<file path="src/hw/rtl/rpr_pkg.sv">
// Shared types, codes and constants for the remote packet receiver.
package rpr_pkg;

  localparam int PACKET_BYTES = 16;
  localparam int POS_W = $clog2(PACKET_BYTES) + 1;
  localparam int IDX_W = $clog2(PACKET_BYTES);
  localparam int TICK_W = 17;
  localparam int ADDR_W = 40;
  localparam int TMO_W = 16;
  localparam int CFG_DATA_W = 40;

  // Function codes of an input word
  localparam logic [1:0] FUNC_BYTE  = 2'd0;
  localparam logic [1:0] FUNC_TICK  = 2'd1;
  localparam logic [1:0] FUNC_QUERY = 2'd2;

  // Result kinds
  localparam logic [1:0] KIND_ACK     = 2'd0;
  localparam logic [1:0] KIND_TIMEOUT = 2'd1;
  localparam logic [1:0] KIND_QUERY   = 2'd2;

  // Register indexes
  localparam logic REG_OWN_ADDRESS = 1'b0;
  localparam logic REG_TIMEOUT_MS  = 1'b1;

  localparam logic [TMO_W-1:0]  TIMEOUT_RESET = 16'd2000;
  localparam logic [TICK_W-1:0] TICK_MAX      = 17'h1FFFF;

  localparam logic [7:0] HDR_BYTE0   = 8'h01;
  localparam logic [7:0] HDR_BYTE1   = 8'h03;
  localparam logic [7:0] ACK_BYTE1   = 8'h83;
  localparam logic [7:0] ACK_BYTE3   = 8'd11;
  localparam logic [7:0] STICK_IDLE  = 8'h80;
  localparam logic [7:0] ACK_HDR_SUM = 8'h8F;  // 01 + 83h + 11
  localparam int SUM_BYTE    = 15;
  localparam int BUTTON_BYTE = 8;
  localparam int SEQ_BYTE    = 2;
  localparam int ECHO_FIRST  = 9;

  typedef logic [PACKET_BYTES-1:0][7:0] pkt_bytes_t;

  // Store after reset or timeout: zeros, stick bytes 4..7 at center
  localparam pkt_bytes_t STORE_INIT = {
    8'h00, 8'h00, 8'h00, 8'h00, 8'h00, 8'h00, 8'h00, 8'h00,
    STICK_IDLE, STICK_IDLE, STICK_IDLE, STICK_IDLE, 8'h00, 8'h00, 8'h00, 8'h00
  };

  typedef struct packed {
    logic [1:0] func;
    logic [7:0] data_byte;
    logic       first;
    logic [3:0] index;
    logic [7:0] mask;
  } in_word_t;

  typedef struct packed {
    logic [1:0] kind;
    logic [7:0] out_byte;
    logic       last;
    logic       pressed;
    logic       link_ok;
  } out_word_t;

  // Result job handed from the core to the output stage
  typedef struct packed {
    logic       valid;
    logic       burst;
    logic [1:0] kind;
    pkt_bytes_t bytes;
    logic       pressed;
    logic       link_ok;
  } job_t;

endpackage

</file>
<file path="src/hw/rtl/remote_packet_receiver_ack.sv">
// Top level of the remote packet receiver with acknowledgement.
//
//   port group  direction  handshake            word
//   in_*        input      in_valid/in_stall    rpr_pkg::in_word_t
//   out_*       output     out_valid/out_stall  rpr_pkg::out_word_t
//   cfg_*       input      cfg_we               index 0 own_address, 1 timeout_ms
//
// One input word is taken per cycle; state updates at that edge and any result
// is registered, so the first output word is offered the next cycle.
// A valid packet's final byte yields 16 output words; input stalls until the last leaves.
// Any input word stalls while the output register holds a word that is not leaving.
// Synchronous active-low reset; no clearing pass is needed after it.
module remote_packet_receiver_ack (
  input  logic                          clk,
  input  logic                          rst_n,
  input  logic                          in_valid,
  output logic                          in_stall,
  input  rpr_pkg::in_word_t             in_data,
  output logic                          out_valid,
  input  logic                          out_stall,
  output rpr_pkg::out_word_t            out_data,
  input  logic                          cfg_we,
  input  logic                          cfg_index,
  input  logic [rpr_pkg::CFG_DATA_W-1:0] cfg_data
);

  logic          accept;
  logic          hold;
  rpr_pkg::job_t job;

  assign in_stall = hold;
  assign accept   = in_valid && !hold;

  rpr_core u_core (
    .clk       (clk),
    .rst_n     (rst_n),
    .accept    (accept),
    .in_word   (in_data),
    .cfg_we    (cfg_we),
    .cfg_index (cfg_index),
    .cfg_data  (cfg_data),
    .job       (job)
  );

  rpr_out u_out (
    .clk       (clk),
    .rst_n     (rst_n),
    .job       (job),
    .out_stall (out_stall),
    .out_valid (out_valid),
    .out_data  (out_data),
    .hold      (hold)
  );

endmodule

</file>
<file path="src/hw/rtl/rpr_core.sv">
// Receive state, payload store, link timer and result job generation.
module rpr_core (
  input  logic                          clk,
  input  logic                          rst_n,
  input  logic                          accept,
  input  rpr_pkg::in_word_t             in_word,
  input  logic                          cfg_we,
  input  logic                          cfg_index,
  input  logic [rpr_pkg::CFG_DATA_W-1:0] cfg_data,
  output rpr_pkg::job_t                 job
);

  logic [rpr_pkg::ADDR_W-1:0] own_addr_r;
  logic [rpr_pkg::TMO_W-1:0]  timeout_r;
  logic [7:0]                 inc_r [rpr_pkg::SUM_BYTE];
  rpr_pkg::pkt_bytes_t        store_r;
  logic [rpr_pkg::POS_W-1:0]  pos_r;
  logic [7:0]                 sum_r;
  logic [7:0]                 part_r;
  logic [rpr_pkg::TICK_W-1:0] tick_r;
  logic                       link_r;

  logic [rpr_pkg::POS_W-1:0]  pos_eff;
  logic [7:0]                 sum_eff;
  logic [7:0]                 part_eff;
  logic                       is_byte;
  logic                       is_tick;
  logic                       is_query;
  logic                       rx_active;
  logic                       rx_final;
  logic                       pkt_good;
  logic                       echo_pos;
  logic [rpr_pkg::TICK_W-1:0] tick_inc;
  logic                       tmo_fire;
  logic [7:0]                 addr_sum;
  rpr_pkg::pkt_bytes_t        ack_bytes;
  rpr_pkg::pkt_bytes_t        rx_bytes;

  assign is_byte  = accept && (in_word.func == rpr_pkg::FUNC_BYTE);
  assign is_tick  = accept && (in_word.func == rpr_pkg::FUNC_TICK);
  assign is_query = accept && (in_word.func == rpr_pkg::FUNC_QUERY);

  // A first byte restarts reception regardless of where we were
  assign pos_eff  = in_word.first ? '0 : pos_r;
  assign sum_eff  = in_word.first ? '0 : sum_r;
  assign part_eff = in_word.first ? '0 : part_r;

  assign rx_active = is_byte && !pos_eff[rpr_pkg::POS_W-1];
  assign rx_final  = rx_active && (pos_eff == rpr_pkg::POS_W'(rpr_pkg::SUM_BYTE));
  assign pkt_good  = rx_final && (inc_r[0] == rpr_pkg::HDR_BYTE0) &&
                     (inc_r[1] == rpr_pkg::HDR_BYTE1) && (in_word.data_byte == sum_eff);

  // Sequence byte and bytes 9..14 are echoed into the acknowledgement
  assign echo_pos = (pos_eff == rpr_pkg::POS_W'(rpr_pkg::SEQ_BYTE)) ||
                    (pos_eff >= rpr_pkg::POS_W'(rpr_pkg::ECHO_FIRST));

  assign tick_inc = (tick_r != rpr_pkg::TICK_MAX) ? tick_r + 1'b1 : tick_r;
  assign tmo_fire = tick_inc > {1'b0, timeout_r};

  assign addr_sum = own_addr_r[7:0] + own_addr_r[15:8] + own_addr_r[23:16] +
                    own_addr_r[31:24] + own_addr_r[39:32];

  always_comb begin
    for (int i = 0; i < rpr_pkg::SUM_BYTE; i++) begin
      rx_bytes[i] = inc_r[i];
    end
    rx_bytes[rpr_pkg::SUM_BYTE] = in_word.data_byte;

    ack_bytes = rx_bytes;
    ack_bytes[0] = rpr_pkg::HDR_BYTE0;
    ack_bytes[1] = rpr_pkg::ACK_BYTE1;
    ack_bytes[3] = rpr_pkg::ACK_BYTE3;
    for (int i = 0; i < 5; i++) begin
      ack_bytes[4 + i] = own_addr_r[8*i +: 8];
    end
    ack_bytes[rpr_pkg::SUM_BYTE] = rpr_pkg::ACK_HDR_SUM + part_eff + addr_sum;
  end

  always_comb begin
    job = '0;
    if (pkt_good) begin
      job.valid   = 1'b1;
      job.burst   = 1'b1;
      job.kind    = rpr_pkg::KIND_ACK;
      job.bytes   = ack_bytes;
      job.link_ok = 1'b1;
    end else if (is_tick && tmo_fire) begin
      job.valid = 1'b1;
      job.kind  = rpr_pkg::KIND_TIMEOUT;
    end else if (is_query) begin
      job.valid    = 1'b1;
      job.kind     = rpr_pkg::KIND_QUERY;
      job.bytes[0] = store_r[in_word.index];
      job.pressed  = |(store_r[rpr_pkg::BUTTON_BYTE] & in_word.mask);
      job.link_ok  = link_r;
    end
  end

  always_ff @(posedge clk) begin
    if (!rst_n) begin
      own_addr_r <= '0;
      timeout_r  <= rpr_pkg::TIMEOUT_RESET;
      store_r    <= rpr_pkg::STORE_INIT;
      pos_r      <= rpr_pkg::POS_W'(rpr_pkg::PACKET_BYTES);
      sum_r      <= '0;
      part_r     <= '0;
      tick_r     <= '0;
      link_r     <= 1'b1;
    end else begin
      if (cfg_we) begin
        if (cfg_index == rpr_pkg::REG_OWN_ADDRESS) begin
          own_addr_r <= cfg_data[rpr_pkg::ADDR_W-1:0];
        end else begin
          timeout_r <= cfg_data[rpr_pkg::TMO_W-1:0];
        end
      end
      if (is_byte) begin
        if (rx_final) begin
          pos_r  <= rpr_pkg::POS_W'(rpr_pkg::PACKET_BYTES);
          sum_r  <= sum_eff;
          part_r <= part_eff;
        end else if (rx_active) begin
          pos_r  <= pos_eff + 1'b1;
          sum_r  <= sum_eff + in_word.data_byte;
          part_r <= echo_pos ? part_eff + in_word.data_byte : part_eff;
        end else begin
          pos_r  <= pos_eff;
          sum_r  <= sum_eff;
          part_r <= part_eff;
        end
      end
      if (pkt_good) begin
        store_r <= rx_bytes;
        link_r  <= 1'b1;
        tick_r  <= '0;
      end
      if (is_tick) begin
        if (tmo_fire) begin
          tick_r  <= '0;
          store_r <= rpr_pkg::STORE_INIT;
          link_r  <= 1'b0;
        end else begin
          tick_r <= tick_inc;
        end
      end
    end
  end

  // Incoming buffer has no reset; only positions of the current payload are read
  always_ff @(posedge clk) begin
    if (rx_active && !rx_final) begin
      inc_r[pos_eff[rpr_pkg::IDX_W-1:0]] <= in_word.data_byte;
    end
  end

`ifndef SYNTH
  a_link_drop: assert property (@(posedge clk) disable iff (!rst_n)
    $fell(link_r) |-> $past(is_tick && tmo_fire))
    else $error("link dropped without a timeout");
  a_pos_range: assert property (@(posedge clk) disable iff (!rst_n)
    pos_r <= rpr_pkg::POS_W'(rpr_pkg::PACKET_BYTES))
    else $error("byte position out of range");
  a_good_tick_clear: assert property (@(posedge clk) disable iff (!rst_n)
    pkt_good |=> (tick_r == '0) && link_r)
    else $error("accepted packet did not restart link timer");
`endif

endmodule

</file>
<file path="src/hw/rtl/rpr_out.sv">
// Output register: holds a single result or shifts out a 16-word acknowledgement.
module rpr_out (
  input  logic                clk,
  input  logic                rst_n,
  input  rpr_pkg::job_t       job,
  input  logic                out_stall,
  output logic                out_valid,
  output rpr_pkg::out_word_t  out_data,
  output logic                hold
);

  logic                   valid_r;
  logic                   burst_r;
  logic [rpr_pkg::IDX_W-1:0] cnt_r;
  logic [1:0]             kind_r;
  rpr_pkg::pkt_bytes_t    bytes_r;
  logic                   pressed_r;
  logic                   link_r;
  logic                   pop;
  logic                   last;

  assign last = !burst_r || (cnt_r == rpr_pkg::IDX_W'(rpr_pkg::PACKET_BYTES - 1));
  assign pop  = valid_r && !out_stall;
  // Free again in the cycle the final word leaves
  assign hold = valid_r && !(pop && last);

  assign out_valid         = valid_r;
  assign out_data.kind     = kind_r;
  assign out_data.out_byte = bytes_r[0];
  assign out_data.last     = last;
  assign out_data.pressed  = pressed_r;
  assign out_data.link_ok  = link_r;

  always_ff @(posedge clk) begin
    if (!rst_n) begin
      valid_r <= 1'b0;
      burst_r <= 1'b0;
      cnt_r   <= '0;
    end else if (job.valid) begin
      valid_r <= 1'b1;
      burst_r <= job.burst;
      cnt_r   <= '0;
    end else if (pop) begin
      if (last) begin
        valid_r <= 1'b0;
        burst_r <= 1'b0;
        cnt_r   <= '0;
      end else begin
        cnt_r <= cnt_r + 1'b1;
      end
    end
  end

  always_ff @(posedge clk) begin
    if (job.valid) begin
      kind_r    <= job.kind;
      bytes_r   <= job.bytes;
      pressed_r <= job.pressed;
      link_r    <= job.link_ok;
    end else if (pop) begin
      bytes_r <= {8'h00, bytes_r[rpr_pkg::PACKET_BYTES-1:1]};
    end
  end

`ifndef SYNTH
  a_no_overrun: assert property (@(posedge clk) disable iff (!rst_n)
    job.valid |-> !hold)
    else $error("new result job while output still busy");
  a_cnt_burst: assert property (@(posedge clk) disable iff (!rst_n)
    (cnt_r != '0) |-> (burst_r && valid_r))
    else $error("word count running outside an acknowledgement");
  a_burst_step: assert property (@(posedge clk) disable iff (!rst_n)
    (pop && !last && !job.valid) |=> (cnt_r == $past(cnt_r) + 1'b1))
    else $error("acknowledgement word skipped or repeated");
`endif

endmodule

</file>
<file path="config.mk">
export PLATFORM = sky130hd
export DESIGN_NAME = remote_packet_receiver_ack
export DESIGN_NICKNAME = d
export VERILOG_FILES = /design/src/hw/rtl/rpr_pkg.sv /design/src/hw/rtl/remote_packet_receiver_ack.sv /design/src/hw/rtl/rpr_core.sv /design/src/hw/rtl/rpr_out.sv
export SDC_FILE = /design/constraint.sdc
export NUM_CORES = 1
export LEC_CHECK = 0
export BUFFER_PORTS_ARGS = -buffer_cell sky130_fd_sc_hd__buf_2
export CAP_MARGIN = 30
export CORE_MARGIN = 2
export CORE_UTILIZATION = 62
export CTS_CLUSTER_DIAMETER = 100
export DETAILED_ROUTE_END_ITERATION = 16
export GPL_TIMING_DRIVEN = 0
export PLACE_DENSITY = 0.9
export SETUP_SLACK_MARGIN = 0.3
export SYNTH_ARGS = -nofsm -noshare
export SYNTH_HDL_FRONTEND = slang
export SYNTH_SLANG_ARGS = --single-unit
export TNS_END_PERCENT = 100
</file>
<file path="constraint.sdc">
create_clock -name clk -period 8.7 [get_ports clk]
set_clock_uncertainty 0.05 [all_clocks]
set_input_delay 1.305 -clock clk [delete_from_list [all_inputs] [get_ports clk]]
set_output_delay 1.305 -clock clk [all_outputs]
set_load 0.05 [all_outputs]
</file>
### Word-level counts from Yosys, hierarchy flattened

Memories as Yosys holds them, arrays and structs flattened.
Index checks and enable logic that the tools add are counted.

* register bits after elaboration: 361
* memory bits (writable): 120
* output and inout bits: 15
* memories: 1

Memory list
* u_core.inc_r: depth 15, bits a word 8, read ports 15, clocked after memory_dff 0, wr ports 1, RTL line rpr_core.sv:15 `logic [7:0] inc_r [rpr_pkg::SUM_BYTE];`

* add/sub/neg operators: 11
* $lt $le $gt $ge: 3
* eq/ne operators: 9
* mux-type cells: 41
* bitwise operators: 4
* reduce and logical (&&, ||, !) cells: 33

Operators with widths (count)
* 128-bit 2-to-1 mux: 5
* 120-bit 2-to-1 mux: 1
* 8-bit 2-to-1 mux: 9
* 17-bit 2-to-1 mux: 4
* 8-bit adder: 7
* 8-bit binary-select mux with 4-bit select: 1
* 10-bit 2-to-1 mux: 2
* 17-bit by 1-bit adder with 17-bit output (second input constant): 1
* 17-bit by 16-bit > comparator with 1-bit output: 1
* 17-bit inequality test (second input constant): 1
* 5-bit 2-to-1 mux: 3
* 1-bit logical AND: 14
* 1-bit 2-to-1 mux: 14
* 8-bit adder (first input constant): 1
* 8-bit AND: 1
* 8-bit by 1-bit == test with 1-bit output (second input constant): 1
* 8-bit by 2-bit == test with 1-bit output (second input constant): 1
* 8-bit == test: 1
* 8-bit OR reduction: 1
* 1-bit zero test: 6
* 2-bit AND reduction: 3
* 2-bit nonzero test: 3
* 5-bit by 1-bit adder with 5-bit output (second input constant): 1
* 5-bit by 2-bit == test with 1-bit output (second input constant): 1
* 14 further kinds: 18

### Longest topological paths before layout

* depth after elaboration: 16
* gate-level depth with buffers: 18
* depth with buffers taken out: 17

### By module

Synthesis repeated with hierarchy kept, for this count alone.

* cell total of the unflattened synthesis: 1951
* area, all modules: 21873.5 um^2

By module, submodules not included
* rpr_core: instances 1, cells each 1624, area an instance 16011.6 um^2
* rpr_out: instances 1, cells each 326, area an instance 5848.1 um^2
* remote_packet_receiver_ack: instances 1, cells each 1, area an instance 13.8 um^2

### Worst setup path before layout

Ideal clock, no wire load.

* path type: in2reg
* start: input port in_data[12] (netlist name)
* end: register u_out.bytes_r[100] (netlist name) (enable)
* library setup time: 1.434 ns
* data arrival time: 6.076 ns
* required time: 7.216 ns
* slack: 1.140 ns
* cell stages on the path: 14
* path buffers: 3
* cells stage by stage: buf_2 -> clkinv_1 -> nand2_1 -> inv_1 -> ha_1 -> inv_1 -> nor2_1 -> ha_1 -> nor4bb_1 -> nand3_1 -> or3_1 -> buf_2 -> buf_2 -> nand3_1

* word-level cells in the longest chain between the ends: 9

RTL lines
* from (decl): RTL line remote_packet_receiver_ack.sv:18 `input rpr_pkg::in_word_t in_data,`
* branches (longest 6 deep; another with 5-bit 2-to-1 mux)
* 1-bit logical AND (*): RTL line rpr_core.sv:51 `(inc_r[1] == rpr_pkg::HDR_BYTE1) && (in_word.data_byte == sum_eff);`
* 1-bit 2-to-1 mux (*): RTL line rpr_core.sv:81 `if (pkt_good) begin`
* 2-bit nonzero test (no source line) (*)
* to (signal assigned): RTL line rpr_out.sv:57 `bytes_r <= job.bytes;`
* to (signal assigned): RTL line rpr_out.sv:61 `bytes_r <= {8'h00, bytes_r[rpr_pkg::PACKET_BYTES-1:1]};`
* to (decl): RTL line rpr_out.sv:16 `rpr_pkg::pkt_bytes_t bytes_r;`

Mark *: on every way between the ends.
A chain may end at the register's enable or synchronous reset.

### Worst setup path after layout

* start: register u_core.tick_r[0] (netlist name)
* end: register u_out.bytes_r[77] (netlist name) (enable)

* word-level cells in the longest chain between the ends: 7

RTL lines
* from (decl): RTL line rpr_core.sv:20 `logic [rpr_pkg::TICK_W-1:0] tick_r;`
* from (signal assigned): RTL line rpr_core.sv:143 `tick_r <= tick_inc;`
* 17-bit by 1-bit adder with 17-bit output / 17-bit inequality test (equally long branches): RTL line rpr_core.sv:57 `assign tick_inc = (tick_r != rpr_pkg::TICK_MAX) ? tick_r + 1'b1 : tick_r;`
* 17-bit 2-to-1 mux (*): RTL line rpr_core.sv:57
* 17-bit by 16-bit > comparator with 1-bit output (*): RTL line rpr_core.sv:58 `assign tmo_fire = tick_inc > {1'b0, timeout_r};`
* 1-bit logical AND (*): RTL line rpr_core.sv:87 `end else if (is_tick && tmo_fire) begin`
* 1-bit 2-to-1 mux (*): RTL line rpr_core.sv:87
* 1-bit 2-to-1 mux (*): RTL line rpr_core.sv:81
* 2-bit nonzero test (no source line) (*)

Every way passes the cells marked *; elsewhere a longest branch is shown, timed or not.

==> reports/results.tsv <==
metric	value	unit
r2r setup slk	2.86	ns
detailed-route via count	16527	
Die ar.	35900	um^2
critical path required time	8.92	ns
ys flop type	edfxtp_1	
global route total overflow	0	
Row Count	67	
largest net degree at the start of global routing	69	
Post-synth EDFFs	252	
post-synthesis cell area	21300	um^2
Post-DP Area	22300	um^2
post-layout util	0.710	
CTS tree	built	
vias in the first global route	16321	
synth warn	0	
CTS buffer count	47	
Tightest Pin Transition	0.973	ns
die height	189	um
Crit. End Element	flip-flop	
clock sinks	481	
max_slew headroom	0.349	
post-route insts no fill	2556	
mean post-synth cell area	11.0	um^2
Max Fclk	171	MHz
placed instance count	2468	
Layout area overhead	12.2	%
core area	33700	um^2
final instance area	23900	um^2
layout cells sized above 1	0.130	
Post-CTS Resized	0	
area leader, netlist	edfxtp_1	
minimum clock period after layout	5.84	ns
initial core utilization	0.632	
post-synthesis net count	2089	
max_cap viols	0	
first-pass GRT wire length	91900	um
Seq cells post-synth	481	
Vias per Instance	6.47	
setup bufs post-CTS	0	
Worst-path clk slew	0.06	ns
asr flop ratio synth	0	
crit path kind	flip-flop to flip-flop	
HP Class	flip-flop to flip-flop	
RSZ-0062 raised after global routing	false	
share of the synthesized area in the top cell type	0.355	
RePlAce Congestion	0.987	
Remaining DRCs	0	
Netlist cell types	76	
final hold violation count	0	
Worst path slowest cell	nand3_4	
part of the cycle the worst path needs	0.671	
commonest cells after routing, fill and taps aside	429 x nand2_1, 252 x edfxtp_1, 229 x dfxtp_1	
remaining antenna violation count	0	
fin nets	2218	
# IOs	84	
Max IR drop VDD	0.189	mV
clk_lat worst skew	0.57	ns
hpwl dp	41600	um
status	complete, no violations	
clk root buf	clkbuf_16	
synth top area cells	edfxtp_1 36%, dfxtp_1 22%, nand2_1 7.6%, mux4_2 4.2%, ha_1 3.1%	
critical path's top delay family	simple AND/OR/NAND/NOR gates	
DIE WIDTH	189	um
number of inserted diodes	0	
CP Launch Type	flip-flop	
DRT Pass-1 Iters	6	
routed wire length	60600	um
leading cell type in the layout, fill and taps excluded	nand2_1	
cells along the critical path	ha_1 -> nand4_1 -> nor3_4 -> nand2_1 -> and2_1 -> or2_2 -> ha_1 -> nand4_1 -> nor3_1 -> a31o_2 -> a21oi_1 -> o22ai_1 -> buf_2 -> nand3_4 -> buf_16	
Seq/Total Area, Yosys	0.570	
clk buf depth	3	
drt first-iter violations	2414	
Buf+Inv Stages, Crit Path	2	
final max-slew violation count	0	
Setup Viol. Count Final	0	
htree depth	2	
Arr. time, crit path	6.06	ns
Crit Path Max Fanout	68	
slowest stage delay, CP	0.75	ns
Routed WL per cell	23.7	um
PortBufs	79	
Hold-fix buffers, CTS	0	
PwrDens	203	nW/um^2
Pleak	8.82	nW
Mapped Cells	1940	
initial antenna violation count	0	
gr usage total	0.336	
## sequential cells by signal, indices dropped and copies added, names as in the netlist, 2 cells and up
name / count
u_core.tick_r: 17
u_core.own_addr_r: 40
u_out.out_data: 8
u_core.inc_r: 120
u_core.part_r: 8
u_core.store_r: 128
u_core.pos_r: 5
u_out.kind_r: 2
u_out.cnt_r: 4
u_core.sum_r: 8
u_core.timeout_r: 16
u_out.bytes_r: 120
## worst register-to-register path, cell delays in order, from the launching register on
cell	delay (ns)
dfxtp_1	0.44
ha_1	0.28
nand4_1	0.21
nor3_4	0.39
nand2_1	0.13
and2_1	0.20
or2_2	0.32
ha_1	0.30
nand4_1	0.12
nor3_1	0.32
a31o_2	0.23
a21oi_1	0.08
o22ai_1	0.72
buf_2	0.40
nand3_4	0.75
buf_16	0.52
## cells in the mapped netlist (15+ instances only)
| cell type | instances |
|---|---|
| buf_2 | 40 |
| a211oi_1 | 62 |
| nand2_1 | 429 |
| nor2_1 | 53 |
| nor2b_1 | 20 |
| mux4_2 | 40 |
| o211ai_1 | 15 |
| edfxtp_1 | 252 |
| fa_1 | 27 |
| nand3_1 | 23 |
| ha_1 | 53 |
| inv_1 | 82 |
| a21oi_1 | 72 |
| a31oi_1 | 17 |
| buf_4 | 18 |
| o21ai_0 | 101 |
| clkbuf_1 | 71 |
| and3_1 | 25 |
| nor3_1 | 78 |
| xnor2_1 | 26 |
| dfxtp_1 | 229 |
| mux2i_1 | 53 |
## per-layer routing
layer	global-route usage	vias up	routed length, um
li1	-	7191	-
met1	0.415	7817	21400
met2	0.549	1244	28400
met3	0.0693	275	6860
met4	0.201	0	4040
met5	0	-	0
## final timing paths
check | start | cells after the start | to
worst max register to register | u_core.tick_r[0]$_SDFFE_PN0P_ | 15 | u_out.bytes_r[77]$_DFFE_PP_
worst min register to register | u_core.store_r[1]$_SDFF_PN0_ | 2 | u_core.store_r[1]$_SDFF_PN0_
worst min-delay path | u_core.store_r[1]$_SDFF_PN0_ | 2 | u_core.store_r[1]$_SDFF_PN0_
worst max-delay path | u_core.tick_r[0]$_SDFFE_PN0P_ | 15 | u_out.bytes_r[77]$_DFFE_PP_
## cell type report
cell class | count | area (um^2)
Buffer | 132 | 621
Fill cell | 2219 | 9790
Timing Repair Buffer | 80 | 423
Multi-Input combinational cell | 1244 | 8240
Clock buffer | 64 | 1320
Clock inverter | 24 | 284
Sequential cell | 481 | 12200
Tap cell | 448 | 561
Inverter | 83 | 312
## where the power goes
| group | internal, W | switching, W |
|---|---|---|
| clock | 0.00122 | 0.000889 |
| combinational | 0.000112 | 0.000203 |
| sequential | 0.00241 | 0.0000166 |
## through the flow
step	worst slack [ns]	TNS, ns	power (W)	hold slack, ns
finish	2.86	0	0.00485	0.391
CTS	3.05	0	0.00483	0.387
floorplan	1.14	0	0.00266	0.361
global placement	-1.21	-154.26	0.00275	0.368
detailed placement	2.81	0	0.00277	0.375
global route	2.52	0	0.00495	0.417
## kinds of logic (layout without fill, tap and decap cells)
| group | Yosys count | in the layout | share of synthesized area |
|---|---|---|---|
| XOR/XNOR | 34 | 34 | 0.0140 |
| AO/OA/AOI/OAI | 350 | 350 | 0.105 |
| AND/OR/NAND/NOR | 685 | 685 | 0.142 |
| buffers and inverters | 215 | 383 | 0.0437 |
| adder cells (fa/ha/maj) | 80 | 80 | 0.0565 |
| multiplexers | 95 | 95 | 0.0682 |
| flip-flops | 481 | 481 | 0.570 |
Power figures use the tool's default switching activity.
